===== config.mk =====
export PLATFORM = sky130hd
export DESIGN_NAME = motorized_valve_sequencer_core
export DESIGN_NICKNAME = d
export VERILOG_FILES = /design/src/hdl/mvs_pkg.sv /design/src/hdl/motorized_valve_sequencer_core.sv /design/src/hdl/mvs_cfg_regs.sv /design/src/hdl/mvs_scale.sv /design/src/hdl/mvs_tick.sv
export SDC_FILE = /design/constraint.sdc
export NUM_CORES = 1
export LEC_CHECK = 0
export ABC_AREA = 1
export BUFFER_PORTS_ARGS = -buffer_cell sky130_fd_sc_hd__buf_2
export CORE_UTILIZATION = 30
export DETAILED_ROUTE_END_ITERATION = 7
export PLACE_DENSITY = 0.43
export SETUP_SLACK_MARGIN = 0.15
export SYNTH_ARGS = -nofsm -noshare
export SYNTH_HDL_FRONTEND = slang
export SYNTH_SLANG_ARGS = --single-unit

===== constraint.sdc =====
create_clock -name clk -period 7.92 [get_ports clk]
set_clock_uncertainty 0.15 [all_clocks]
set_input_delay 1.188 -clock clk [delete_from_list [all_inputs] [get_ports clk]]
set_output_delay 1.188 -clock clk [all_outputs]
set_load 0.01 [all_outputs]

===== src/hdl/mvs_pkg.sv =====
// mvs_pkg: shared types, codes and constants for the motorized valve sequencer
// no dependencies; used by every module under hdl/
package mvs_pkg;

  typedef enum logic [2:0] {
    MODE_IDLE    = 3'd0,
    MODE_OPENING = 3'd1,
    MODE_CLOSING = 3'd2,
    MODE_OPEN    = 3'd3,
    MODE_CLOSED  = 3'd4,
    MODE_FAULT   = 3'd5
  } mode_t;

  // command codes; 5 to 7 carry no meaning and start no mode change
  localparam logic [2:0] ACT_NONE  = 3'd0;
  localparam logic [2:0] ACT_OPEN  = 3'd1;
  localparam logic [2:0] ACT_CLOSE = 3'd2;
  localparam logic [2:0] ACT_STOP  = 3'd3;
  localparam logic [2:0] ACT_EMERG = 3'd4;

  // configuration register indexes
  localparam logic [1:0] CFG_TIMEOUT  = 2'd0;
  localparam logic [1:0] CFG_OC_LIMIT = 2'd1;
  localparam logic [1:0] CFG_SAMPLE   = 2'd2;
  localparam logic [1:0] CFG_BRAKE    = 2'd3;

  localparam logic [15:0] RST_TIMEOUT  = 16'd3000;
  localparam logic [11:0] RST_OC_LIMIT = 12'd1500;
  localparam logic [7:0]  RST_SAMPLE   = 8'd5;
  localparam logic [7:0]  RST_BRAKE    = 8'd5;

  localparam logic [5:0] F_OPEN        = 6'h01;
  localparam logic [5:0] F_CLOSED      = 6'h02;
  localparam logic [5:0] F_MOVING      = 6'h04;
  localparam logic [5:0] F_FAULT       = 6'h08;
  localparam logic [5:0] F_OVERCURRENT = 6'h10;
  localparam logic [5:0] F_TIMEOUT     = 6'h20;

  // ma = floor(mag * 2686 / 1000) == (mag * 2816476) >> 20, exact for mag <= 1023
  localparam logic [31:0] SCALE_MULT  = 32'd2816476;
  localparam int          SCALE_SHIFT = 20;

  localparam logic [15:0] MOTION_MAX = 16'hFFFF;
  localparam logic [7:0]  SAMPLE_MAX = 8'hFF;

  typedef struct packed {
    logic [15:0] timeout_ticks;
    logic [11:0] overcurrent_limit_ma;
    logic [7:0]  sample_interval_ticks;
    logic [7:0]  brake_ticks;
  } cfg_t;

  typedef struct packed {
    logic [2:0]  action;
    logic        limit_open;
    logic        limit_closed;
    logic        driver_fault;
    logic [11:0] motor_ma;
  } tick_in_t;

  typedef struct packed {
    logic [2:0]  valve_state;
    logic [5:0]  status_flags;
    logic [11:0] motor_ma;
    logic        bridge_in1;
    logic        bridge_in2;
    logic        driver_awake;
  } tick_out_t;

  // the part of the state that a mode change touches
  typedef struct packed {
    mode_t       mode;
    logic [5:0]  flags;
    logic [15:0] motion_ticks;
    logic [7:0]  brake_left;
  } move_st_t;

  function automatic move_st_t go_to(move_st_t s, mode_t nxt, logic [7:0] brake);
    move_st_t r;
    r = s;
    if (s.mode != nxt) begin
      r.mode = nxt;
      case (nxt)
        MODE_OPENING, MODE_CLOSING: begin
          r.flags = (s.flags & ~(F_OPEN | F_CLOSED | F_FAULT | F_OVERCURRENT | F_TIMEOUT))
                    | F_MOVING;
          r.motion_ticks = '0;
        end
        MODE_OPEN: begin
          r.brake_left = brake;
          r.flags = (s.flags & ~F_MOVING) | F_OPEN;
        end
        MODE_CLOSED: begin
          r.brake_left = brake;
          r.flags = (s.flags & ~F_MOVING) | F_CLOSED;
        end
        MODE_FAULT: begin
          r.flags = (s.flags & ~F_MOVING) | F_FAULT;
        end
        default: begin
          r.flags = s.flags & ~F_MOVING;
        end
      endcase
    end
    return r;
  endfunction

endpackage


===== src/hdl/motorized_valve_sequencer_core.sv =====
// motorized_valve_sequencer_core: top level of the valve sequencer
// depends on mvs_pkg, mvs_cfg_regs, mvs_scale, mvs_tick
//
//   channel | direction | handshake            | payload
//   in_     | input     | in_valid / in_stall  | action, limits, driver fault, current sample
//   out_    | output    | out_valid / out_stall| state, flags, current, bridge, awake
//   cfg_    | input     | cfg_we               | cfg_index, cfg_wdata
//
// one tick transaction per cycle unless out_stall holds the result: input register,
// tick update, result register; a taken transaction's result reaches the outputs from the result register
// the current scaling multiply sits ahead of the input register
// rst_n clears state, config to defaults and both valid flags
// a stalled result holds; the input register still takes a transaction when it is empty
module motorized_valve_sequencer_core (
  input  logic               clk,
  input  logic               rst_n,
  input  logic               in_valid,
  output logic               in_stall,
  input  logic [2:0]         in_action,
  input  logic               in_limit_open,
  input  logic               in_limit_closed,
  input  logic               in_driver_fault,
  input  logic signed [10:0] in_current_sample,
  output logic               out_valid,
  input  logic               out_stall,
  output logic [2:0]         out_valve_state,
  output logic [5:0]         out_status_flags,
  output logic [11:0]        out_current_ma,
  output logic               out_bridge_in1,
  output logic               out_bridge_in2,
  output logic               out_driver_awake,
  input  logic               cfg_we,
  input  logic [1:0]         cfg_index,
  input  logic [15:0]        cfg_wdata
);

  mvs_pkg::cfg_t      cfg;
  mvs_pkg::tick_in_t  tin_r, tin_nxt;
  mvs_pkg::tick_out_t res_r, tout;
  logic               s1_valid_r, s1_valid_nxt;
  logic               out_valid_r, out_valid_nxt;
  logic [11:0]        scaled_ma;
  logic               in_take;
  logic               advance;

  mvs_cfg_regs u_cfg (
    .clk       (clk),
    .rst_n     (rst_n),
    .cfg_we    (cfg_we),
    .cfg_index (cfg_index),
    .cfg_wdata (cfg_wdata),
    .cfg       (cfg)
  );

  mvs_scale u_scale (
    .sample   (in_current_sample),
    .motor_ma (scaled_ma)
  );

  mvs_tick u_tick (
    .clk   (clk),
    .rst_n (rst_n),
    .step  (advance),
    .cfg   (cfg),
    .tin   (tin_r),
    .tout  (tout)
  );

  assign advance  = s1_valid_r && (!out_valid_r || !out_stall);
  assign in_stall = s1_valid_r && !advance;
  assign in_take  = in_valid && !in_stall;

  always_comb begin
    tin_nxt.action       = in_action;
    tin_nxt.limit_open   = in_limit_open;
    tin_nxt.limit_closed = in_limit_closed;
    tin_nxt.driver_fault = in_driver_fault;
    tin_nxt.motor_ma     = scaled_ma;

    if (in_take) begin
      s1_valid_nxt = 1'b1;
    end else if (advance) begin
      s1_valid_nxt = 1'b0;
    end else begin
      s1_valid_nxt = s1_valid_r;
    end

    if (advance) begin
      out_valid_nxt = 1'b1;
    end else if (out_valid_r && !out_stall) begin
      out_valid_nxt = 1'b0;
    end else begin
      out_valid_nxt = out_valid_r;
    end
  end

  always_ff @(posedge clk) begin
    if (!rst_n) begin
      s1_valid_r  <= 1'b0;
      out_valid_r <= 1'b0;
    end else begin
      s1_valid_r  <= s1_valid_nxt;
      out_valid_r <= out_valid_nxt;
    end
  end

  always_ff @(posedge clk) begin
    if (in_take) begin
      tin_r <= tin_nxt;
    end
    if (advance) begin
      res_r <= tout;
    end
  end

  assign out_valid        = out_valid_r;
  assign out_valve_state  = res_r.valve_state;
  assign out_status_flags = res_r.status_flags;
  assign out_current_ma   = res_r.motor_ma;
  assign out_bridge_in1   = res_r.bridge_in1;
  assign out_bridge_in2   = res_r.bridge_in2;
  assign out_driver_awake = res_r.driver_awake;

endmodule


===== src/hdl/mvs_cfg_regs.sv =====
// mvs_cfg_regs: the four configuration registers and their write decode
// depends on mvs_pkg
module mvs_cfg_regs (
  input  logic          clk,
  input  logic          rst_n,
  input  logic          cfg_we,
  input  logic [1:0]    cfg_index,
  input  logic [15:0]   cfg_wdata,
  output mvs_pkg::cfg_t cfg
);

  mvs_pkg::cfg_t cfg_r;
  mvs_pkg::cfg_t cfg_nxt;

  always_comb begin
    cfg_nxt = cfg_r;
    if (cfg_we) begin
      case (cfg_index)
        mvs_pkg::CFG_TIMEOUT:  cfg_nxt.timeout_ticks         = cfg_wdata;
        mvs_pkg::CFG_OC_LIMIT: cfg_nxt.overcurrent_limit_ma  = cfg_wdata[11:0];
        mvs_pkg::CFG_SAMPLE:   cfg_nxt.sample_interval_ticks = cfg_wdata[7:0];
        mvs_pkg::CFG_BRAKE:    cfg_nxt.brake_ticks           = cfg_wdata[7:0];
        default:               cfg_nxt = cfg_r;
      endcase
    end
  end

  always_ff @(posedge clk) begin
    if (!rst_n) begin
      cfg_r.timeout_ticks         <= mvs_pkg::RST_TIMEOUT;
      cfg_r.overcurrent_limit_ma  <= mvs_pkg::RST_OC_LIMIT;
      cfg_r.sample_interval_ticks <= mvs_pkg::RST_SAMPLE;
      cfg_r.brake_ticks           <= mvs_pkg::RST_BRAKE;
    end else begin
      cfg_r <= cfg_nxt;
    end
  end

  assign cfg = cfg_r;

endmodule


===== src/hdl/mvs_scale.sv =====
// mvs_scale: converts a signed current-sense reading to milliamps
// depends on mvs_pkg; negative readings clamp to zero
module mvs_scale (
  input  logic signed [10:0] sample,
  output logic [11:0]        motor_ma
);

  logic [9:0]  mag;
  logic [31:0] prod;

  assign mag  = sample[10] ? 10'd0 : sample[9:0];
  // max product 1023 * 2816476 stays below 2^32
  assign prod = 32'(mag) * mvs_pkg::SCALE_MULT;
  assign motor_ma = prod[mvs_pkg::SCALE_SHIFT +: 12];

endmodule


===== src/hdl/mvs_tick.sv =====
// mvs_tick: sequencer state registers and the per-tick update logic
// depends on mvs_pkg; state advances only when step is high
module mvs_tick (
  input  logic                clk,
  input  logic                rst_n,
  input  logic                step,
  input  mvs_pkg::cfg_t       cfg,
  input  mvs_pkg::tick_in_t   tin,
  output mvs_pkg::tick_out_t  tout
);

  mvs_pkg::move_st_t mv_r, mv_nxt;
  logic              started_r, started_nxt;
  logic [11:0]       current_r, current_nxt;
  logic [7:0]        tss_r, tss_nxt;
  logic [2:0]        held_r, held_nxt;

  always_comb begin
    mvs_pkg::move_st_t s;
    mvs_pkg::mode_t    target;
    logic              do_go;
    logic [2:0]        cmd;
    logic              moving;
    logic              at_end;

    s           = mv_r;
    started_nxt = started_r;
    current_nxt = current_r;
    tss_nxt     = tss_r;
    held_nxt    = held_r;
    target      = mvs_pkg::MODE_IDLE;
    do_go       = 1'b0;
    cmd         = mvs_pkg::ACT_NONE;
    at_end      = 1'b0;

    // first tick after reset: classify from the switches, open wins
    if (!started_r) begin
      started_nxt = 1'b1;
      if (tin.limit_open) begin
        s.mode  = mvs_pkg::MODE_OPEN;
        s.flags = s.flags | mvs_pkg::F_OPEN;
      end else if (tin.limit_closed) begin
        s.mode  = mvs_pkg::MODE_CLOSED;
        s.flags = s.flags | mvs_pkg::F_CLOSED;
      end else begin
        s.mode = mvs_pkg::MODE_IDLE;
      end
    end

    if (s.brake_left != 8'd0) begin
      // commands wait while braking, latest one kept
      if (tin.action != mvs_pkg::ACT_NONE) begin
        held_nxt = tin.action;
      end
      s.brake_left = s.brake_left - 8'd1;
    end else begin
      cmd      = (tin.action != mvs_pkg::ACT_NONE) ? tin.action : held_r;
      held_nxt = mvs_pkg::ACT_NONE;
      case (cmd)
        mvs_pkg::ACT_OPEN: begin
          do_go  = !tin.limit_open;
          target = mvs_pkg::MODE_OPENING;
        end
        mvs_pkg::ACT_CLOSE: begin
          do_go  = !tin.limit_closed;
          target = mvs_pkg::MODE_CLOSING;
        end
        mvs_pkg::ACT_STOP: begin
          do_go = 1'b1;
          if (tin.limit_open) begin
            target = mvs_pkg::MODE_OPEN;
          end else if (tin.limit_closed) begin
            target = mvs_pkg::MODE_CLOSED;
          end else begin
            target = mvs_pkg::MODE_IDLE;
          end
        end
        mvs_pkg::ACT_EMERG: begin
          do_go  = 1'b1;
          target = mvs_pkg::MODE_CLOSING;
        end
        default: begin
          do_go = 1'b0;
        end
      endcase
      if (do_go) begin
        s = mvs_pkg::go_to(s, target, cfg.brake_ticks);
      end
    end

    moving = (s.mode == mvs_pkg::MODE_OPENING) || (s.mode == mvs_pkg::MODE_CLOSING);

    if (moving && (tss_r >= cfg.sample_interval_ticks)) begin
      current_nxt = tin.motor_ma;
      tss_nxt     = 8'd0;
    end

    // motion checks: end switch, timeout, overcurrent, driver fault
    if (moving) begin
      at_end = (s.mode == mvs_pkg::MODE_OPENING) ? tin.limit_open : tin.limit_closed;
      if (at_end) begin
        s = mvs_pkg::go_to(s, (s.mode == mvs_pkg::MODE_OPENING) ? mvs_pkg::MODE_OPEN
                                                                : mvs_pkg::MODE_CLOSED,
                           cfg.brake_ticks);
      end else if (s.motion_ticks > cfg.timeout_ticks) begin
        s.flags = s.flags | mvs_pkg::F_TIMEOUT;
        s = mvs_pkg::go_to(s, mvs_pkg::MODE_FAULT, cfg.brake_ticks);
      end else if (current_nxt > cfg.overcurrent_limit_ma) begin
        s.flags = s.flags | mvs_pkg::F_OVERCURRENT;
        s = mvs_pkg::go_to(s, mvs_pkg::MODE_FAULT, cfg.brake_ticks);
      end else if (tin.driver_fault) begin
        s.flags = s.flags | mvs_pkg::F_FAULT;
        s = mvs_pkg::go_to(s, mvs_pkg::MODE_FAULT, cfg.brake_ticks);
      end
    end

    tout.valve_state  = s.mode;
    tout.status_flags = s.flags;
    tout.motor_ma     = current_nxt;
    tout.bridge_in1   = 1'b0;
    tout.bridge_in2   = 1'b0;
    tout.driver_awake = 1'b0;
    if (s.mode == mvs_pkg::MODE_OPENING) begin
      tout.bridge_in1   = 1'b1;
      tout.driver_awake = 1'b1;
    end else if (s.mode == mvs_pkg::MODE_CLOSING) begin
      tout.bridge_in2   = 1'b1;
      tout.driver_awake = 1'b1;
    end else if (s.brake_left != 8'd0) begin
      tout.bridge_in1   = 1'b1;
      tout.bridge_in2   = 1'b1;
      tout.driver_awake = 1'b1;
    end

    // counters saturate
    if (((s.mode == mvs_pkg::MODE_OPENING) || (s.mode == mvs_pkg::MODE_CLOSING))
        && (s.motion_ticks != mvs_pkg::MOTION_MAX)) begin
      s.motion_ticks = s.motion_ticks + 16'd1;
    end
    if (tss_nxt != mvs_pkg::SAMPLE_MAX) begin
      tss_nxt = tss_nxt + 8'd1;
    end

    mv_nxt = s;
  end

  always_ff @(posedge clk) begin
    if (!rst_n) begin
      mv_r.mode         <= mvs_pkg::MODE_IDLE;
      mv_r.flags        <= '0;
      mv_r.motion_ticks <= '0;
      mv_r.brake_left   <= '0;
      started_r         <= 1'b0;
      current_r         <= '0;
      tss_r             <= mvs_pkg::SAMPLE_MAX;
      held_r            <= mvs_pkg::ACT_NONE;
    end else if (step) begin
      mv_r      <= mv_nxt;
      started_r <= started_nxt;
      current_r <= current_nxt;
      tss_r     <= tss_nxt;
      held_r    <= held_nxt;
    end
  end

endmodule


### Yosys cells after proc, flatten, opt, wreduce, memory -nomap -nowiden

Index checks and enable logic that the tools add are counted.

| cells by class | value |
|---|---|
| reductions and logical operators | 32 |
| equality and inequality tests | 26 |
| order comparisons | 3 |
| $mul | 1 |
| add/sub/neg operators | 3 |
| muxes and demuxes | 44 |

Operators by type and width:

| operator | count |
|---|---|
| $mux W33 | 8 |
| $mux W25 | 4 |
| $mux W16 | 3 |
| $pmux W6 S4 | 2 |
| $mux W8 | 5 |
| $mul A10 B20 Y30 const B | 1 |
| $eq A3 B2 Y1 const B | 8 |
| $mux W3 | 7 |
| $mux W9 | 2 |
| $add A16 B1 Y16 const B | 1 |
| $gt A16 B16 Y1 | 1 |
| $ne A16 B16 Y1 const B | 1 |
| $reduce_bool A8 Y1 | 2 |
| $eq A3 B1 Y1 const B | 5 |
| $eq A3 B3 Y1 const B | 5 |
| $reduce_or A2 Y1 | 7 |
| $gt A12 B12 Y1 | 1 |
| $mux W12 | 1 |
| $mux W10 | 1 |
| $pmux W3 S3 | 1 |
| $add A8 B1 Y8 const B | 1 |
| $ge A8 B8 Y1 | 1 |
| $ne A8 B8 Y1 const B | 1 |
| $reduce_and A2 Y1 | 4 |
| 14 further kinds | 36 |

| word-level totals | value |
|---|---|
| output and inout port bits | 26 |
| word-level logic and storage cells | 134 |
| input port bits | 40 |
| register bits after elaboration | 145 |

### Logic depth before layout (Yosys ltp)

| depth | value |
|---|---|
| depth in word-level cells | 25 |
| depth in mapped cells | 39 |
| mapped depth without buffers | 37 |

### Modules after synthesis

From an unflattened synthesis, not the netlist that was laid out.

| second synthesis, totals | value |
|---|---|
| cell total of the unflattened synthesis | 1708 |
| area total of the unflattened synthesis | 12654.6 µm² |

Modules (own cells, without submodules):

| module | area an instance (µm²) | instances | sequential area each (µm²) | cells an instance |
|---|---|---|---|---|
| mvs_tick | 5186.2 | 1 | 1141.1 | 811 |
| mvs_scale | 4287.9 | 1 | 0.0 | 591 |
| mvs_cfg_regs | 1824.2 | 1 | 880.8 | 251 |
| motorized_valve_sequencer_core | 1356.3 | 1 | 1301.2 | 55 |

### Least setup slack after synthesis

OpenSTA, ideal clock, no wires.

| path | value |
|---|---|
| kind | input to register |
| start point | in in_current_sample[9] |
| end point | reg tin_r[11] in the netlist's numbering (data pin) |
| setup time | 258 ps |
| data required time | 7512 ps |
| setup slack | 1611 ps |
| path buffers | 0 |
| cell stages on the path | 20 |
| arrival | 5901 ps |
| cells stage by stage | inv_1 > nor2_1 > fa_1 > fa_1 > inv_1 > fa_1 > inv_1 > fa_1 > fa_1 > ha_1 > nand4_1 > nor3_1 > nand2_1 > o211ai_1 > nand3_1 > nand2_1 > a31oi_1 > o21ai_0 > a21oi_1 > xnor2_1 |

| on the way | value |
|---|---|
| longest elaborated chain between the ends | 2 |

Ends and longest elaborated chain:

| item | line | text |
|---|---|---|
| start: declaration | motorized_valve_sequencer_core.sv:23 | `input logic signed [10:0] in_current_sample,` |
| $mux W10 | mvs_scale.sv:11 | `assign mag = sample[10] ? 10'd0 : sample[9:0];` |
| $mul A10 B20 Y30 | mvs_scale.sv:13 | `assign prod = 32'(mag) * mvs_pkg::SCALE_MULT;` |
| via scaled_ma[11] | motorized_valve_sequencer_core.sv:42 | `logic [11:0] scaled_ma;` |
| end signal: assignment | motorized_valve_sequencer_core.sv:109 | `tin_r <= tin_nxt;` |
| end: declaration | motorized_valve_sequencer_core.sv:38 | `mvs_pkg::tick_in_t tin_r, tin_nxt;` |

The timed path passes the listed nets, and every way through them passes these cells.
A chain may end at the register's enable or synchronous reset.

### Worst setup path after layout

| path | value |
|---|---|
| start point | in in_current_sample[10] |
| end point | reg tin_r[11] in the netlist's numbering (data pin) |

The elaborated chain is that of the path after synthesis.

==> impl_metrics.py <==
metrics = {
    "status": {
        "result_of_the_run": "complete, no violations",
    },
    "die": {
        "chipWidth_um": 197,
        "design.core.area_sq_um": 37000,
        "floorplan.io_pins": 66,
        "floorplan.die_area_sq_um": 38700,
        "initial_core_util": 0.308,
        "fp.dieH_um": 197,
        "placement_rows": 70,
    },
    "sta": {
        "rsz0062_at_grt": "false",
        "fmax_ghz": 0.153,
        "timing.final.setup_violations": 0,
        "timing_hold_violations_final": 0,
        "layout_min_cycle_time_ns": 6.55,
        "tightest_pin_transition_ns": 0.934,
        "slew_headroom": 0.377,
        "fin_crit_sh": 0.827,
        "tns_ns": 0,
        "report.final.slew_viol_count": 0,
    },
    "place": {
        "numPortBuffers": 65,
        "post-dp-hpwl_um": 23400,
        "gp_congestion": 0.863,
        "detailed_place.area_sq_um": 12200,
    },
    "finish": {
        "final_layout_size_suffix_gt1_frac": 0.0991,
        "layout-area-overhead-vs-synth_pct": 12.9,
        "most-common-layout-cells": "nand2_1 (283), inv_1 (261), a21oi_1 (120)",
        "number_of_diodes_added_for_antenna_fixing": 0,
        "mostFrequentLayoutCell": "nand2_1",
        "post_layout_net_count": 1732,
        "design_area_sq_um": 12800,
    },
    "clock_network": {
        "tritoncts_num_sinks": 145,
        "cts.repair.resized": 0,
        "h_tree_depth": 4,
        "cts_made_buffers": 17,
        "cts.clk_slew.worst_paths_ns": 0.06,
        "clk_latency_ns": 0.45,
        "cts_tree": "built",
        "hold_buffers": 0,
        "post_cts_setup_buffer_count": 0,
        "cts-root-buf": "clkbuf_16",
        "clock_path_buffers": 2,
    },
    "worst_hold_path": {
        "hold_class": "flop to flop",
        "hold-path-endpoint": "u_cfg.cfg[11]",
        "worst_hold_startpoint": "u_cfg.cfg[11]",
        "holdPathStages": 2,
    },
    "routing": {
        "detail_route.wl_per_cell_um": 14.7,
        "drc_errors": 0,
        "drtAntennaViolNets": 0,
        "route.detailed.vias_per_inst": 4.58,
        "met3_length_um": 873,
        "drt-pass1-iter-count": 4,
        "wirelength_um": 29700,
        "maxUsedRoutingLayer": "met4",
        "drt-initial-drc-count": 426,
        "met2_wirelength_um": 13500,
        "wirelength_met1_um": 14900,
        "via_total_after_detailed_routing": 9251,
    },
    "synthesis": {
        "synth_sequential_area_ratio": 0.292,
        "yosys.cell_types.count": 50,
        "postSynthNetCount": 1675,
        "dominantRegCellSynth": "dfxtp_1",
        "total_of_flip_flops_plus_latches_after_synthesis": 145,
        "share_of_flip_flops_with_an_asynchronous_set_or_reset_after_synthesis": 0,
        "post_synth_instance_area_sq_um": 11400,
        "syn_inst": 1444,
        "yosysWarnings": 0,
        "synth-edff-count": 42,
        "syn_avg_cell_area_sq_um": 7.87,
    },
    "worst_setup_path": {
        "r2r_end": "u_tick.mv_r[23]",
        "r2r_slack_ns": 2.04,
        "regToRegStartpoint": "u_tick.mv_r[0]",
        "timing.reg2reg.worst_path_depth": 31,
        "cp_max_fo": 7,
        "timing.critical_path.arrival_ns": 6.60,
        "cp_slowest_stage_delay_ns": 0.60,
        "critical_path_required_ns": 7.97,
        "timing.critical_path.from_type": "input pin",
        "critical_path_cell_by_cell": "buf_2, inv_1, nand2_1, inv_1, fa_1, fa_1, inv_1, fa_1, inv_1, fa_1, fa_1, ha_1, nand4_1, nor3_1, nand2_1, o211ai_1, nand3_1, nand2_1, a31oi_1, o21ai_0, a21oi_1, xnor2_1",
        "cpMostUsedCell": "fa_1",
        "setup.worst_path.end_class": "flop",
        "setup.worst_path.class": "input pin to flop",
        "crit_slowest_cell": "fa_1",
    },
    "global_routing": {
        "grt_pass1_vias": 9207,
        "grt_use_total": 0.163,
        "grt_pass1_wl_um": 49000,
        "grt_antenna_before_repair": 0,
        "pin_count_of_the_biggest_net_entering_global_routing": 63,
        "grt.overflow.total": 0,
    },
    "pwr": {
        "cellPowerDensity_nw_per_um2": 236,
        "max-vdd-ir-drop_mv": 0.146,
        "finalPower_w": 0.00303,
        "p_leak_nw": 6.42,
    },
    "flow_run": {
        "drv_cap": 0,
    },
}
state kept, by name (all words and copies together), names as in the netlist, 3 cells and up:
register          cells
u_tick.current_r     12
u_tick.tss_r          8
u_tick.mv_r          33
u_tick.held_r         3
tin_r                18
out_status_flags      6
out_current_ma       12
out_valve_state       3
u_cfg.cfg            44
cells by family after synthesis:
group / Yosys count / synth area share
adder cells (fa/ha/maj): 191 / 0.258
flip-flops: 145 / 0.292
buffers and inverters: 311 / 0.106
AND/OR/NAND/NOR: 494 / 0.193
XOR/XNOR: 23 / 0.0177
AO/OA/AOI/OAI: 280 / 0.134
cell type report:
type                            count  area (sq um)
Fill cell                        3976         24100
Multi-Input combinational cell    988          6860
Clock inverter                      8          68.8
Sequential cell                   145          3320
Inverter                          275          1030
Tap cell                          504           631
Clock buffer                       24           539
Timing Repair Buffer               74           393
routing by layer:
| metal | GRT usage | up-vias |
|---|---|---|
| met4 | 0.0517 | 0 |
| met2 | 0.269 | 125 |
| met3 | 0.0264 | 28 |
| met5 | 0 | - |
| met1 | 0.219 | 4285 |
| li1 | - | 4813 |
Yosys cell counts (all sizes together) (4+ instances only):
master	number	area, sq um
ha	119	1490
buf	9	66.3
edfxtp	42	1260
nand4	21	153
nand3	77	433
dfxtp	103	2060
o21ai	113	566
a21o	4	30.0
clkbuf	27	101
nor2	84	340
fa	72	1440
xnor2	4	35.0
a211oi	4	30.0
nand2	293	1140
a21oi	122	618
xor2	19	166
inv	272	1020
nor3	13	80.1
o211ai	20	150
o21bai	4	30.0
power breakdown:
group | internal (W) | switching (W)
Combinational | 0.000478 | 0.000822
Clock | 0.000506 | 0.000329
Sequential | 0.000869 | 0.0000293
Total | 0.00185 | 0.00118
critical path: cells and delay by family:
family,cells,cell delay [ns]
simple gates,6,0.72
compound gates,4,0.90
buf+inv,5,0.62
fa+ha+maj,6,3.03
xor+xnor,1,0.13
worst max-delay path by stage:
stage	from	to	slack, ns	cells after the start
global placement	in_current_sample[10]	tin_r[11]	0.91	20
CTS	in_current_sample[10]	tin_r[11]	1.35	22
finish	in_current_sample[10]	tin_r[11]	1.37	22
floorplan	in_current_sample[9]	tin_r[11]	1.61	20
detailed placement	in_current_sample[10]	tin_r[11]	0.88	22
global route	in_current_sample[10]	tin_r[11]	0.87	20
through the flow:
| stage | hold slack (ns) | util | setup WS (ns) | cells |
|---|---|---|---|---|
| floorplan | 0.280 | - | 1.61 | 1444 |
| global placement | 0.300 | 0.331 | 0.907 | 1986 |
| detailed placement | 0.309 | 0.331 | 0.876 | 1986 |
| CTS | 0.318 | 0.347 | 1.35 | 2018 |
| global route | 0.333 | 0.347 | 0.873 | 2018 |
| finish | 0.312 | 0.347 | 1.37 | 2018 |
Note: power is estimated with default switching activity, not from simulation.
